===== src/hw/rtl/ppbh_pkg.sv =====
// ----------------------------------------------------------------------------
// Parallel port block handshake package
// Shared types and constants for the parallel port block handshake core.
// ----------------------------------------------------------------------------
package ppbh_pkg;

    localparam int CFG_INDEX_W = 2;
    localparam int CFG_DATA_W  = 24;

    localparam logic [CFG_INDEX_W-1:0] CFG_STABLE_SAMPLES = 2'd0;
    localparam logic [CFG_INDEX_W-1:0] CFG_WAIT_LIMIT     = 2'd1;
    localparam logic [CFG_INDEX_W-1:0] CFG_BLOCK_LENGTH   = 2'd2;

    localparam logic [7:0]  STABLE_SAMPLES_RESET = 8'd20;
    localparam logic [23:0] WAIT_LIMIT_RESET     = 24'd1000000;
    localparam logic [12:0] BLOCK_LENGTH_RESET   = 13'd128;

    localparam logic [1:0] CMD_TICK     = 2'd0;
    localparam logic [1:0] CMD_RX_START = 2'd1;
    localparam logic [1:0] CMD_TX_START = 2'd2;
    localparam logic [1:0] CMD_TX_LOAD  = 2'd3;

    // Line pair is {busy, ack} with busy already inverted from the raw bit.
    localparam logic [1:0] PAIR_GO    = 2'b01;
    localparam logic [1:0] PAIR_READY = 2'b10;
    localparam logic [1:0] PAIR_STOP  = 2'b11;

    typedef struct packed {
        logic [1:0] cmd;
        logic       busy_raw;
        logic       ack_raw;
        logic [7:0] port_data_in;
        logic [7:0] tx_byte;
        logic       timeout_enable;
    } item_t;

    typedef struct packed {
        logic        strobe_out;
        logic        init_out;
        logic        port_input_mode;
        logic [7:0]  data_out;
        logic        rx_valid;
        logic [7:0]  rx_byte;
        logic        tx_need_byte;
        logic        active;
        logic        done_res;
        logic        timeout_error;
        logic [15:0] received_count;
    } result_t;

    typedef struct packed {
        logic [7:0]  stable_samples;
        logic [23:0] wait_limit;
        logic [12:0] block_length;
    } cfg_t;

endpackage


===== src/hw/rtl/ppbh_ifs.sv =====
// ----------------------------------------------------------------------------
// Parallel port block handshake interfaces
// Request channels for input items, result items and register writes.
// ----------------------------------------------------------------------------
interface ppbh_item_if;
    logic            valid;
    logic            ready;
    ppbh_pkg::item_t payload;

    modport source (output valid, output payload, input ready);
    modport sink   (input valid, input payload, output ready);
endinterface

interface ppbh_result_if;
    logic              valid;
    logic              ready;
    ppbh_pkg::result_t payload;

    modport source (output valid, output payload, input ready);
    modport sink   (input valid, input payload, output ready);
endinterface

interface ppbh_cfg_if;
    logic                             valid;
    logic                             ready;
    logic [ppbh_pkg::CFG_INDEX_W-1:0] index;
    logic [ppbh_pkg::CFG_DATA_W-1:0]  data;

    modport source (output valid, output index, output data, input ready);
    modport sink   (input valid, input index, input data, output ready);
endinterface


===== src/hw/rtl/ppbh_cfg_regs.sv =====
// ----------------------------------------------------------------------------
// Parallel port block handshake configuration registers
// Holds stable sample count, wait limit and block length.
// ----------------------------------------------------------------------------
module ppbh_cfg_regs
(
    input  logic          clk,
    input  logic          rst_n,
    ppbh_cfg_if.sink      cfg,
    output ppbh_pkg::cfg_t regs
);

    ppbh_pkg::cfg_t regs_reg;
    ppbh_pkg::cfg_t regs_next;

    assign cfg.ready = 1'b1;
    assign regs      = regs_reg;

    always_comb
    begin
        regs_next = regs_reg;
        if (cfg.valid)
        begin
            unique case (cfg.index)
                ppbh_pkg::CFG_STABLE_SAMPLES: regs_next.stable_samples = cfg.data[7:0];
                ppbh_pkg::CFG_WAIT_LIMIT:     regs_next.wait_limit     = cfg.data[23:0];
                ppbh_pkg::CFG_BLOCK_LENGTH:   regs_next.block_length   = cfg.data[12:0];
                default:                      regs_next = regs_reg;
            endcase
        end
    end

    always_ff @(posedge clk or negedge rst_n)
    begin
        if (!rst_n)
        begin
            regs_reg.stable_samples <= ppbh_pkg::STABLE_SAMPLES_RESET;
            regs_reg.wait_limit     <= ppbh_pkg::WAIT_LIMIT_RESET;
            regs_reg.block_length   <= ppbh_pkg::BLOCK_LENGTH_RESET;
        end
        else
        begin
            regs_reg <= regs_next;
        end
    end

endmodule


===== src/hw/rtl/ppbh_core.sv =====
// ----------------------------------------------------------------------------
// Parallel port block handshake sequencer
// Advances the handshake by one sampling tick for every accepted request.
// ----------------------------------------------------------------------------
module ppbh_core
#(
    parameter int MAX_BLOCK = 4096
)
(
    input  logic              clk,
    input  logic              rst_n,
    input  logic              fire,
    input  ppbh_pkg::item_t   item,
    input  ppbh_pkg::cfg_t    cfg,
    output ppbh_pkg::result_t result
);

    typedef enum logic [2:0] {
        PH_IDLE,
        PH_RX_QUIET,
        PH_RX_READY,
        PH_RX_GO,
        PH_TX_NEED,
        PH_TX_READY,
        PH_TX_GO,
        PH_TX_EOT
    } phase_t;

    localparam logic [15:0] MaxLen = 16'(MAX_BLOCK);

    phase_t      phase_reg, phase_next;
    logic [7:0]  stable_run_reg, stable_run_next;
    logic [23:0] wait_ticks_reg, wait_ticks_next;
    logic [15:0] byte_counter_reg, byte_counter_next;
    logic        started_reg, started_next;
    logic        count_waits_reg, count_waits_next;
    logic [7:0]  held_tx_reg, held_tx_next;
    logic [7:0]  data_latch_reg, data_latch_next;
    logic [1:0]  last_pair_reg, last_pair_next;
    logic        strobe_reg, strobe_next;
    logic        init_reg, init_next;
    logic        input_reg, input_next;

    logic [1:0]  pair;
    logic [7:0]  run_upd;
    logic        stable_ok;
    logic        hit_go, hit_ready, hit_stop;
    logic [15:0] blk_len;
    logic [15:0] eff_len;
    logic        wait_over;
    logic [15:0] counter_inc;
    logic        expired, done, rx_valid;

    assign pair        = {~item.busy_raw, item.ack_raw};
    assign run_upd     = (pair == last_pair_reg && stable_run_reg != 8'd0)
                         ? ((stable_run_reg != 8'hFF) ? stable_run_reg + 8'd1 : stable_run_reg)
                         : 8'd1;
    assign stable_ok   = run_upd >= cfg.stable_samples;
    assign hit_go      = stable_ok && pair == ppbh_pkg::PAIR_GO;
    assign hit_ready   = stable_ok && pair == ppbh_pkg::PAIR_READY;
    assign hit_stop    = stable_ok && pair == ppbh_pkg::PAIR_STOP;
    assign blk_len     = {3'b000, cfg.block_length};
    assign eff_len     = (blk_len > MaxLen) ? MaxLen : blk_len;
    assign wait_over   = wait_ticks_reg >= cfg.wait_limit;
    assign counter_inc = (byte_counter_reg != 16'hFFFF) ? byte_counter_reg + 16'd1
                                                        : byte_counter_reg;

    always_comb
    begin
        phase_next        = phase_reg;
        stable_run_next   = run_upd;
        wait_ticks_next   = wait_ticks_reg;
        byte_counter_next = byte_counter_reg;
        started_next      = started_reg;
        count_waits_next  = count_waits_reg;
        held_tx_next      = held_tx_reg;
        data_latch_next   = data_latch_reg;
        last_pair_next    = pair;
        strobe_next       = strobe_reg;
        init_next         = init_reg;
        input_next        = input_reg;
        expired           = 1'b0;
        done              = 1'b0;
        rx_valid          = 1'b0;

        unique case (phase_reg)
            PH_IDLE:
            begin
                if (item.cmd == ppbh_pkg::CMD_RX_START)
                begin
                    input_next        = 1'b1;
                    strobe_next       = 1'b0;
                    init_next         = 1'b0;
                    byte_counter_next = 16'd0;
                    started_next      = 1'b0;
                    count_waits_next  = item.timeout_enable;
                    phase_next        = PH_RX_QUIET;
                    stable_run_next   = 8'd0;
                    wait_ticks_next   = 24'd0;
                end
                else if (item.cmd == ppbh_pkg::CMD_TX_START)
                begin
                    input_next        = 1'b0;
                    strobe_next       = 1'b0;
                    init_next         = 1'b0;
                    byte_counter_next = 16'd0;
                    if (eff_len == 16'd0)
                    begin
                        init_next  = 1'b1;
                        phase_next = PH_TX_EOT;
                    end
                    else
                    begin
                        phase_next = PH_TX_NEED;
                    end
                end
            end
            PH_RX_QUIET:
            begin
                if (pair != ppbh_pkg::PAIR_STOP)
                begin
                    strobe_next     = 1'b1;
                    phase_next      = PH_RX_READY;
                    stable_run_next = 8'd0;
                    wait_ticks_next = 24'd0;
                end
                else if (wait_over)
                begin
                    expired = 1'b1;
                end
                else
                begin
                    wait_ticks_next = wait_ticks_reg + 24'd1;
                end
            end
            PH_RX_READY:
            begin
                if (hit_ready)
                begin
                    started_next      = 1'b1;
                    rx_valid          = byte_counter_reg < eff_len;
                    byte_counter_next = counter_inc;
                    strobe_next       = 1'b0;
                    init_next         = 1'b1;
                    phase_next        = PH_RX_GO;
                    stable_run_next   = 8'd0;
                    wait_ticks_next   = 24'd0;
                end
                else if (hit_stop && started_reg)
                begin
                    done = 1'b1;
                end
                else if (count_waits_reg)
                begin
                    if (wait_over)
                    begin
                        expired = 1'b1;
                    end
                    else
                    begin
                        wait_ticks_next = wait_ticks_reg + 24'd1;
                    end
                end
            end
            PH_RX_GO:
            begin
                if (hit_go)
                begin
                    init_next       = 1'b0;
                    strobe_next     = 1'b1;
                    phase_next      = PH_RX_READY;
                    stable_run_next = 8'd0;
                    wait_ticks_next = 24'd0;
                end
                else if (wait_over)
                begin
                    expired = 1'b1;
                end
                else
                begin
                    wait_ticks_next = wait_ticks_reg + 24'd1;
                end
            end
            PH_TX_NEED:
            begin
                if (item.cmd == ppbh_pkg::CMD_TX_LOAD)
                begin
                    held_tx_next    = item.tx_byte;
                    strobe_next     = 1'b1;
                    phase_next      = PH_TX_READY;
                    stable_run_next = 8'd0;
                    wait_ticks_next = 24'd0;
                end
            end
            PH_TX_READY:
            begin
                if (hit_ready)
                begin
                    data_latch_next = held_tx_reg;
                    strobe_next     = 1'b0;
                    phase_next      = PH_TX_GO;
                    stable_run_next = 8'd0;
                    wait_ticks_next = 24'd0;
                end
                else if (wait_over)
                begin
                    expired = 1'b1;
                end
                else
                begin
                    wait_ticks_next = wait_ticks_reg + 24'd1;
                end
            end
            PH_TX_GO:
            begin
                if (hit_go)
                begin
                    byte_counter_next = counter_inc;
                    if (counter_inc >= eff_len)
                    begin
                        init_next  = 1'b1;
                        phase_next = PH_TX_EOT;
                    end
                    else
                    begin
                        phase_next = PH_TX_NEED;
                    end
                end
                else if (wait_over)
                begin
                    expired = 1'b1;
                end
                else
                begin
                    wait_ticks_next = wait_ticks_reg + 24'd1;
                end
            end
            PH_TX_EOT:
            begin
                done = 1'b1;
            end
        endcase

        if (expired)
        begin
            done = 1'b1;
        end
        if (done)
        begin
            strobe_next     = 1'b0;
            init_next       = 1'b0;
            phase_next      = PH_IDLE;
            wait_ticks_next = 24'd0;
            stable_run_next = 8'd0;
        end

        result.strobe_out      = strobe_next;
        result.init_out        = init_next;
        result.port_input_mode = input_next;
        result.data_out        = input_next ? 8'd0 : data_latch_next;
        result.rx_valid        = rx_valid;
        result.rx_byte         = rx_valid ? item.port_data_in : 8'd0;
        result.tx_need_byte    = phase_next == PH_TX_NEED;
        result.active          = phase_next != PH_IDLE;
        result.done_res        = done;
        result.timeout_error   = expired;
        result.received_count  = byte_counter_next;
    end

    always_ff @(posedge clk or negedge rst_n)
    begin
        if (!rst_n)
        begin
            phase_reg        <= PH_IDLE;
            stable_run_reg   <= 8'd0;
            wait_ticks_reg   <= 24'd0;
            byte_counter_reg <= 16'd0;
            started_reg      <= 1'b0;
            count_waits_reg  <= 1'b0;
            held_tx_reg      <= 8'd0;
            data_latch_reg   <= 8'd0;
            last_pair_reg    <= 2'b00;
            strobe_reg       <= 1'b0;
            init_reg         <= 1'b0;
            input_reg        <= 1'b1;
        end
        else if (fire)
        begin
            phase_reg        <= phase_next;
            stable_run_reg   <= stable_run_next;
            wait_ticks_reg   <= wait_ticks_next;
            byte_counter_reg <= byte_counter_next;
            started_reg      <= started_next;
            count_waits_reg  <= count_waits_next;
            held_tx_reg      <= held_tx_next;
            data_latch_reg   <= data_latch_next;
            last_pair_reg    <= last_pair_next;
            strobe_reg       <= strobe_next;
            init_reg         <= init_next;
            input_reg        <= input_next;
        end
    end

endmodule


===== src/hw/rtl/ppbh_out_buf.sv =====
// ----------------------------------------------------------------------------
// Parallel port block handshake result buffer
// Output register and skid stage; one stalled result does not block input.
// ----------------------------------------------------------------------------
module ppbh_out_buf
(
    input  logic              clk,
    input  logic              rst_n,
    input  logic              push,
    input  ppbh_pkg::result_t push_data,
    output logic              push_ready,
    ppbh_result_if.source     result
);

    logic              out_valid_reg, out_valid_next;
    logic              skid_valid_reg, skid_valid_next;
    ppbh_pkg::result_t out_data_reg, out_data_next;
    ppbh_pkg::result_t skid_data_reg, skid_data_next;
    logic              slot_free;

    assign push_ready     = !skid_valid_reg;
    assign result.valid   = out_valid_reg;
    assign result.payload = out_data_reg;
    assign slot_free      = !out_valid_reg || result.ready;

    always_comb
    begin
        out_valid_next  = out_valid_reg;
        skid_valid_next = skid_valid_reg;
        out_data_next   = out_data_reg;
        skid_data_next  = skid_data_reg;
        if (slot_free)
        begin
            if (skid_valid_reg)
            begin
                out_data_next   = skid_data_reg;
                out_valid_next  = 1'b1;
                skid_valid_next = 1'b0;
            end
            else
            begin
                out_data_next  = push_data;
                out_valid_next = push;
            end
        end
        else if (push)
        begin
            skid_data_next  = push_data;
            skid_valid_next = 1'b1;
        end
    end

    always_ff @(posedge clk or negedge rst_n)
    begin
        if (!rst_n)
        begin
            out_valid_reg  <= 1'b0;
            skid_valid_reg <= 1'b0;
        end
        else
        begin
            out_valid_reg  <= out_valid_next;
            skid_valid_reg <= skid_valid_next;
        end
    end

    always_ff @(posedge clk)
    begin
        out_data_reg  <= out_data_next;
        skid_data_reg <= skid_data_next;
    end

endmodule


===== src/hw/rtl/parallel_port_block_handshake_core.sv =====
// ----------------------------------------------------------------------------
// Parallel port block handshake core
// Host side of a byte-wide parallel-port block transfer, one tick per request.
// ----------------------------------------------------------------------------
// Results are registered at the output, or in the skid stage while it stalls.
// Throughput: one request per cycle while the skid stage is empty.
// A two-entry result buffer keeps input flowing while one result is stalled.
// Reset: asynchronous, active low; sequencer goes idle with lines in input mode,
// registers take their default values, and the result buffer empties.
module parallel_port_block_handshake_core
#(
    parameter int MAX_BLOCK = 4096
)
(
    input  logic          clk,
    input  logic          rst_n,
    ppbh_item_if.sink     item,
    ppbh_result_if.source result,
    ppbh_cfg_if.sink      cfg
);

    ppbh_pkg::cfg_t    regs;
    ppbh_pkg::result_t step_result;
    logic              buf_ready;
    logic              fire;

    assign item.ready = buf_ready;
    assign fire       = item.valid && buf_ready;

    ppbh_cfg_regs u_cfg_regs
    (
        .clk   (clk),
        .rst_n (rst_n),
        .cfg   (cfg),
        .regs  (regs)
    );

    ppbh_core
    #(
        .MAX_BLOCK (MAX_BLOCK)
    )
    u_core
    (
        .clk    (clk),
        .rst_n  (rst_n),
        .fire   (fire),
        .item   (item.payload),
        .cfg    (regs),
        .result (step_result)
    );

    ppbh_out_buf u_out_buf
    (
        .clk        (clk),
        .rst_n      (rst_n),
        .push       (fire),
        .push_data  (step_result),
        .push_ready (buf_ready),
        .result     (result)
    );

endmodule


===== src/flat_wrapper.sv =====
// flat-port wrapper written by rule: the top's interface ports become plain ports
module parallel_port_block_handshake_core_flat 
#(
    parameter int MAX_BLOCK = 4096
)
  (clk, rst_n, item_valid, item_payload, item_ready, result_valid, result_payload, result_ready, cfg_valid, cfg_index, cfg_data, cfg_ready);
  ppbh_item_if item_i ();
  ppbh_result_if result_i ();
  ppbh_cfg_if cfg_i ();
  input  logic clk;
  input  logic rst_n;
  input wire logic [$bits(item_i.valid)-1:0] item_valid;
  input wire logic [$bits(item_i.payload)-1:0] item_payload;
  output wire logic [$bits(item_i.ready)-1:0] item_ready;
  output wire logic [$bits(result_i.valid)-1:0] result_valid;
  output wire logic [$bits(result_i.payload)-1:0] result_payload;
  input wire logic [$bits(result_i.ready)-1:0] result_ready;
  input wire logic [$bits(cfg_i.valid)-1:0] cfg_valid;
  input wire logic [$bits(cfg_i.index)-1:0] cfg_index;
  input wire logic [$bits(cfg_i.data)-1:0] cfg_data;
  output wire logic [$bits(cfg_i.ready)-1:0] cfg_ready;
  assign item_i.valid = item_valid;
  assign item_i.payload = item_payload;
  assign item_ready = item_i.ready;
  assign result_valid = result_i.valid;
  assign result_payload = result_i.payload;
  assign result_i.ready = result_ready;
  assign cfg_i.valid = cfg_valid;
  assign cfg_i.index = cfg_index;
  assign cfg_i.data = cfg_data;
  assign cfg_ready = cfg_i.ready;
  parallel_port_block_handshake_core #(.MAX_BLOCK(MAX_BLOCK)) u_core (.clk(clk), .rst_n(rst_n), .item(item_i), .result(result_i), .cfg(cfg_i));
endmodule

===== config.mk =====
export PLATFORM = sky130hd
export DESIGN_NAME = parallel_port_block_handshake_core_flat
export DESIGN_NICKNAME = d
export VERILOG_FILES = /design/src/hw/rtl/ppbh_pkg.sv /design/src/hw/rtl/ppbh_ifs.sv /design/src/hw/rtl/ppbh_cfg_regs.sv /design/src/hw/rtl/ppbh_core.sv /design/src/hw/rtl/ppbh_out_buf.sv /design/src/hw/rtl/parallel_port_block_handshake_core.sv /design/src/flat_wrapper.sv
export SDC_FILE = /design/constraint.sdc
export NUM_CORES = 1
export LEC_CHECK = 0
export ABC_CLOCK_PERIOD_IN_PS = 4600
export BUFFER_PORTS_ARGS = -buffer_cell sky130_fd_sc_hd__buf_2
export CAP_MARGIN = 20
export CORE_MARGIN = 4
export CORE_UTILIZATION = 50
export CTS_CLUSTER_DIAMETER = 120
export DETAILED_ROUTE_END_ITERATION = 10
export PLACE_DENSITY_LB_ADDON = 0.15
export REMOVE_ABC_BUFFERS = 1
export SYNTH_ARGS = -nofsm -noshare
export SYNTH_HDL_FRONTEND = slang
export SYNTH_SLANG_ARGS = --single-unit
export TNS_END_PERCENT = 30

===== constraint.sdc =====
create_clock -name clk -period 4.6 [get_ports clk]
set_input_delay 0.92 -clock clk [delete_from_list [all_inputs] [get_ports clk]]
set_output_delay 0.92 -clock clk [all_outputs]
set_load 0.01 [all_outputs]

======== After elaboration in Yosys (flattened, before gate mapping) ========
Cells that the tools add are included.
cells by class
  $add $sub $neg .......................... 3
  reductions and logical operators ........ 27
  multiplexer cells ....................... 85
  bitwise operators ....................... 2
  shift operators ......................... 0
  magnitude comparators ................... 5
  multipliers ............................. 0
  divide/modulo/power cells ............... 0
  equality and inequality tests ........... 27
operators by type and width
  cell                     number
  $mux W24                 11
  $pmux W24 S7             1
  $mux W8                  12
  $mux W16                 5
  $pmux W16 S3             1
  $mux W40                 1
  $pmux W8 S5              1
  $mux W1                  35
  $mux W3                  9
  $add A24 B1 Y24 const B  1
  $ge A24 B24 Y1           1
  $pmux W3 S7              1
  $add A16 B1 Y16 const B  1
  $ge A16 B13 Y1           1
  $logic_not A16 Y1        1
  $lt A16 B13 Y1           1
  $ne A16 B16 Y1 const B   1
  $reduce_bool A8 Y1       2
  $eq A3 B3 Y1 const B     5
  $gt A13 B13 Y1 const B   1
  $mux W13                 1
  $eq A2 B2 Y1 const B     5
  $ne A3 B3 Y1 const B     3
  $add A8 B1 Y8 const B    1
  25 further kinds         47
storage, ports and cells
  output and inout bits ................... 43
  memory bits (writable) .................. 0
  register bits after elaboration ......... 201
  bits in latches ......................... 0
  memories ................................ 0
  bits in read-only memories .............. 0

======== Depth between registers and ports, before layout ========
Gate-level depths: netlist of run 1.
  depth after elaboration ................. 14
  gate-level depth with buffers ........... 19
  mapped depth without buffers ............ 17

======== By module ========
Synthesis of run 1 repeated with hierarchy kept, for this count alone.
unflattened totals
  cell total of the unflattened synthesis .. 1045
  area, all modules ....................... 11410.9 um^2
modules (own cells, without submodules)
  module                              area an instance (um^2)  cells an instance  instances  sequential area each (um^2)
  ppbh_core                           6510.0                   812                1          1853.0
  ppbh_out_buf                        3165.5                   134                1          2452.4
  ppbh_cfg_regs                       1729.2                   98                 1          1138.6
  parallel_port_block_handshake_core  6.3                      1                  1          0.0

======== Worst setup path before layout of run 1 ========
OpenSTA, ideal clock, no wires.
  path type ............................... input to register
  start point ............................. input result_ready
  end point ............................... register u_core.u_out_buf.skid_data_reg[0] (netlist bit), enable pin
  setup time .............................. 0.437 ns
  setup slack ............................. 0.399 ns
  arrival time ............................ 3.763 ns
  path buffers ............................ 0
  stages .................................. 2
  cells stage by stage .................... nand2b_1 > nor2_1
between the ends
  longest elaborated chain between the ends .. 3
ends and longest elaborated chain
  what                         RTL line            text
  start: declaration           flat_wrapper.sv:17  input wire logic [$bits(result_i.ready)-1:0] result_ready;
  $logic_or A1 B1 Y1           ppbh_out_buf.sv:24  assign slot_free = !out_valid_reg || result.ready;
  $not A1 Y1 (no line)         -
  $reduce_and A2 Y1 (no line)  -
  end signal: assignment       ppbh_out_buf.sv:70  skid_data_reg <= skid_data_next;
  end: declaration             ppbh_out_buf.sv:18  ppbh_pkg::result_t skid_data_reg, skid_data_next;
Every way passes these cells.
A chain may end at the register's enable or synchronous reset.

==> results.ini, run 1 <==
[drt]
totalWireLength_mm=26.1
first_pass_iters=5
ant_nets=0
route.met2.wl_mm=12.2
vias=8502
dr.max_layer_used=met4
drt-wirelength-per-cell_um=17.7
vias_per_cell=5.76
first_iter_violations=628
wl_met1_mm=12.2
met3_length_mm=1.27
drc_errors=0

[finish]
final_common_cell=nand2_1
drive_gt1_share_pct=23.1
syn2layout_area_growth_pct=14.0
final_cell_mix=nand2_1 (133), dfrtp_1 (110), buf_2 (92)
final-seq-area_sq_um=5440
fin_area_sq_um=12800
final_cells=1477
multi_input_area_sq_um=5330
fin_nets=1294
largest_reg_flops=45
antenna_cells=0
fillCellCount=1920

[sta]
fmaxAchievable_ghz=0.235
hold_viol_final=0
layout_setup_ws_ns=0.349
skew_ns=0.0123
setup-violations-final=0
rsz0062_at_grt=no
min_period_ns=4.25
slew_headroom_pct=45.7
min_period_over_period_pct=92.4
worst_slew_pin_slew_ns=0.794
maxSlewViolCount=0
fin_tns_setup_ns=0

[critical_path]
slowest_delay_ns=0.41
crit_slowest_cell=dfrtp_1
end_kind=register
cp.arrival_ns=4.50
crit_family=simple AND/OR/NAND/NOR gates
critPathRequiredTime_ns=4.85
cp.buffers_inverters=1
cp-start-kind=register
cp_common_cell=nand2_1
crit_chain=ha_1 -> nand2_1 -> nor2_1 -> nand2_1 -> nand4_1 -> xor2_1 -> nor2_1 -> ha_1 -> a211oi_1 -> o21ba_2 -> o31ai_4 -> nand3_1 -> nand2_1 -> buf_4 -> a21oi_1 -> o21ai_0 -> mux2_2
critPathMaxFanout=12
critPathKind=reg2reg

[global_routing]
grt_pass1_vias=8314
grt_pass1_wl_mm=42.7
gr-usage-all-layers_pct=21.0
antenna_found_initial=0
grt-ovfl-total=0
grt_max_degree=62

[placed_design]
hpwl_mm=18.5
port_buffers=93
gp_congestion=0.930
dp_slack_ns=0.0850
placed_area_sq_um=12100
dp_cells=1437

[clock_network]
holdBufCountCts=0
clock_path_buffers=3
cts.clk_slew.worst_paths_ns=0.06
cts_max_level=1
root_buffer=clkbuf_16
cts.repair.resized=0
tritoncts=done
cts.sinks=201
cts_buffers=22
clock_latency_ns=0.50
post_cts_buffers=0

[synth]
synth.distinct_cells=81
synth_area_sq_um=11300
synth-warning-count=0
synth-edff-count=80
synth.top_cell.area_share_pct=24.4
ys_ff_latch=201
async_flop_share_pct=60.2
yosysTopAreaCell=dfrtp_1
yosys-top-cells-area=dfrtp_1 (24%), edfxtp_1 (21%), mux2_2 (7.9%)
ys_seq_area_share_pct=48.3
synthCells=1087
syn_area_per_cell_sq_um=10.4
synthFlopType=dfrtp_1

[power]
ir_worst_vdd_mv=0.225
power_uw=5210
leakage_uw=0.00557
powerDensity_nw_per_um2=406

[floorplanning]
core_area_sq_um=22000
start_util_pct=51.3
die_w_um=158
design.die.area_sq_um=25000
rows=54
num_io_pins=95
fp.dieH_um=158

[job]
maxCapViolations=0

[min_path]
hp-class=in2async

[status]
status=completed

[path summary, 6_finish.rpt]
path                                                 start                                 end  slack (ns)  cells after the start
setup / recovery           u_core.u_core.stable_run_reg[1]  u_core.u_out_buf.result.payload[4]        0.35                     17
hold / removal                                       rst_n           u_core.u_cfg_regs.regs[1]        0.49                      1
setup reg to reg           u_core.u_core.stable_run_reg[1]  u_core.u_out_buf.result.payload[4]        0.35                     17
hold reg to reg                   u_core.u_core.strobe_reg            u_core.u_core.strobe_reg        0.49                      2
max in group asynchronous                            rst_n             u_core.u_core.input_reg        3.14                      2
min in group clk                  u_core.u_core.strobe_reg            u_core.u_core.strobe_reg        0.49                      2
[cell usage after synthesis, types with 9 or more instances]
cell type / n
xor2_1: 10
edfxtp_1: 80
nand3_1: 30
o21ai_0: 66
nand4_1: 24
ha_1: 61
clkbuf_1: 42
nor2_1: 61
mux2_2: 79
a31oi_1: 12
o31ai_1: 20
nor3_1: 15
a22o_1: 9
dfstp_2: 11
a21oi_1: 50
a21o_1: 15
mux2i_1: 20
dfrtp_1: 110
nor2b_1: 15
inv_1: 67
nand2_1: 133
[area by class of cell]
cell class | instances | area share, %
clock buffers | 29 | 4.82
clock inverters | 11 | 0.868
inverters | 69 | 2.04
multi-input cells | 761 | 41.6
flip-flops and latches | 201 | 42.4
well taps | 280 | 2.73
repair buffers | 126 | 5.58
[metal layers]
metal	track usage [%]	up-vias
li1	-	4158
met4	4.75	0
met1	30.0	4081
met5	0	-
met2	34.6	224
met3	2.38	39
[power by group]
group	switching, uW	internal (uW)	total (uW)
Clock	712	1060	1770
Sequential	187	2100	2290
Combinational	672	478	1150
Total	1570	3640	5210
[metrics by stage]
step / hold slack [ns] / utilization, %
2_1_floorplan: 0.450 / -
3_3_place_gp: 0.476 / 55.1
3_5_place_dp: 0.480 / 55.1
4_1_cts: 0.498 / 58.5
5_1_grt: 0.517 / 58.5
6_report: 0.488 / 58.5
[cell families after synthesis]
| group | share of synthesized area (%) |
|---|---|
| and+or+nand+nor | 14.7 |
| AOI/OAI and AO/OA | 14.7 |
| DFF | 48.3 |
| buffers and inverters | 4.38 |
| muxes | 9.68 |
| adders and majority gates | 6.78 |
| xor gates and xnor gates | 1.40 |
| other | 0.0333 |
Note: power is estimated with default switching activity, not from simulation.
==> run 2, diff against run 1 <==
- CAP_MARGIN: 20 -> 40
- CTS_BUF_LIST: unset -> sky130_fd_sc_hd__clkbuf_16
==> results.ini, run 2 (synthesized netlist as in run 1, its figures left out) <==
[status]
status=completed

[global_routing]
grt-ovfl-total=0
grt_pass1_vias=8302
grt_max_degree=62
gr-usage-all-layers_pct=20.9
antenna_found_initial=0
grt_pass1_wl_mm=42.6

[finish]
final_cell_mix=nand2_1 (133), dfrtp_1 (110), buf_2 (92)
syn2layout_area_growth_pct=13.8
largest_reg_flops=45
final_common_cell=nand2_1
antenna_cells=0
fin_area_sq_um=12800
fin_nets=1294
fillCellCount=1924
drive_gt1_share_pct=22.9

[floorplanning]
rows=54
num_io_pins=95
core_area_sq_um=22000
die_w_um=158
fp.dieH_um=158
start_util_pct=51.3
design.die.area_sq_um=25000

[drt]
totalWireLength_mm=26.1
first_pass_iters=5
vias_per_cell=5.77
vias=8524
first_iter_violations=581
ant_nets=0
drc_errors=0
drt-wirelength-per-cell_um=17.7

[critical_path]
crit_slowest_cell=dfrtp_1
cp.buffers_inverters=1
crit_start=u_core.u_core.stable_run_reg[1]
cp-start-kind=register
critPathRequiredTime_ns=4.85
cp_common_cell=nand2_1
cp.arrival_ns=4.49
r2r_slack_ns=0.36
end_kind=register
crit_chain=ha_1 -> nand2_1 -> nor2_1 -> nand2_1 -> nand4_1 -> xor2_1 -> nor2_1 -> ha_1 -> a211oi_1 -> o21ba_2 -> o31ai_4 -> nand3_1 -> nand2_1 -> buf_4 -> a21oi_1 -> o21ai_0 -> mux2_2
critPathKind=reg2reg
slowest_delay_ns=0.40
critPathMaxFanout=12
crit_family=simple AND/OR/NAND/NOR gates
r2r-start=u_core.u_core.stable_run_reg[1]

[sta]
min_period_over_period_pct=92.3
worst_slew_pin_slew_ns=0.795
hold_viol_final=0
min_period_ns=4.24
hold_slack_ns=0.489
maxSlewViolCount=0
fmaxAchievable_ghz=0.236
fin_tns_setup_ns=0
setup-violations-final=0
skew_ns=0.0114
slew_headroom_pct=45.6
rsz0062_at_grt=no

[power]
clkPwrFrac_pct=33.4
p_switching_uw=1570
switching_share_pct=30.4
powerDensity_nw_per_um2=403
p_comb_share_pct=22.3
power.internal_uw=3600
power_uw=5170
leakage_uw=0.00558
ir_worst_vdd_mv=0.225
p_seq_share_pct=44.3

[clock_network]
cts_max_level=1
tritoncts=done
clock_latency_ns=0.50
cts.clk_slew.worst_paths_ns=0.06
clock_path_buffers=3
root_buffer=clkbuf_16
cts.sinks=201
cts.repair.resized=0
cts_buffers=22
post_cts_buffers=0
holdBufCountCts=0

[job]
maxCapViolations=0

[placed_design]
hpwl_mm=18.5
gp_congestion=0.930
port_buffers=93
placed_area_sq_um=12100

[min_path]
hp-class=in2async

[run 2: cell types whose count changed in the layout (fill, tap and decap cells not counted), sizes merged]
cell,delta
inv,+4
clkbuf,-6
clkinv,+2
[run 2: layout make-up]
class                      instances  area [sq um]  share of cell area [%]
clock buffer                      23           576                    4.49
clock inverter                    17           134                    1.04
inverter                          69           262                    2.04
multi-input combinational        761          5330                    41.6
sequential                       201          5440                    42.5
tap                              280           350                    2.73
timing repair buffer             126           716                    5.58
[run 2: worst paths after layout]
check,end,cells after the start
max,u_core.u_out_buf.result.payload[4],17
min,u_core.u_cfg_regs.regs[1],1
max reg2reg,u_core.u_out_buf.result.payload[4],17
min reg2reg,u_core.u_core.strobe_reg,2
max in group asynchronous,u_core.u_core.input_reg,2
min in group clk,u_core.u_core.strobe_reg,2
[run 2: power by group through the flow]
stage	combinational, uW	clock, uW	sequential, uW
after floorplan	776	0	2280
after global placement	1140	0	2320
after detailed placement	1150	0	2320
after CTS	1160	1780	2290
after global routing	1300	1850	2320
final	1150	1730	2290
[run 2: per-layer routing]
| layer | global-route usage (%) | up-vias | wire, um |
|---|---|---|---|
| met2 | 34.5 | 227 | 12200 |
| met4 | 4.75 | 0 | 457 |
| li1 | - | 4161 | - |
| met5 | 0 | - | 0 |
| met1 | 29.9 | 4095 | 12200 |
| met3 | 2.38 | 41 | 1250 |
[run 2: metrics by stage]
step / setup slack (ns) / util (%) / instances
2_1_floorplan: 0.223 / - / 1031
3_3_place_gp: 0.252 / 55.1 / 1437
3_5_place_dp: 0.0850 / 55.1 / 1437
4_1_cts: 0.342 / 58.4 / 1477
5_1_grt: 0.0256 / 58.4 / 1477
6_report: 0.355 / 58.4 / 1477
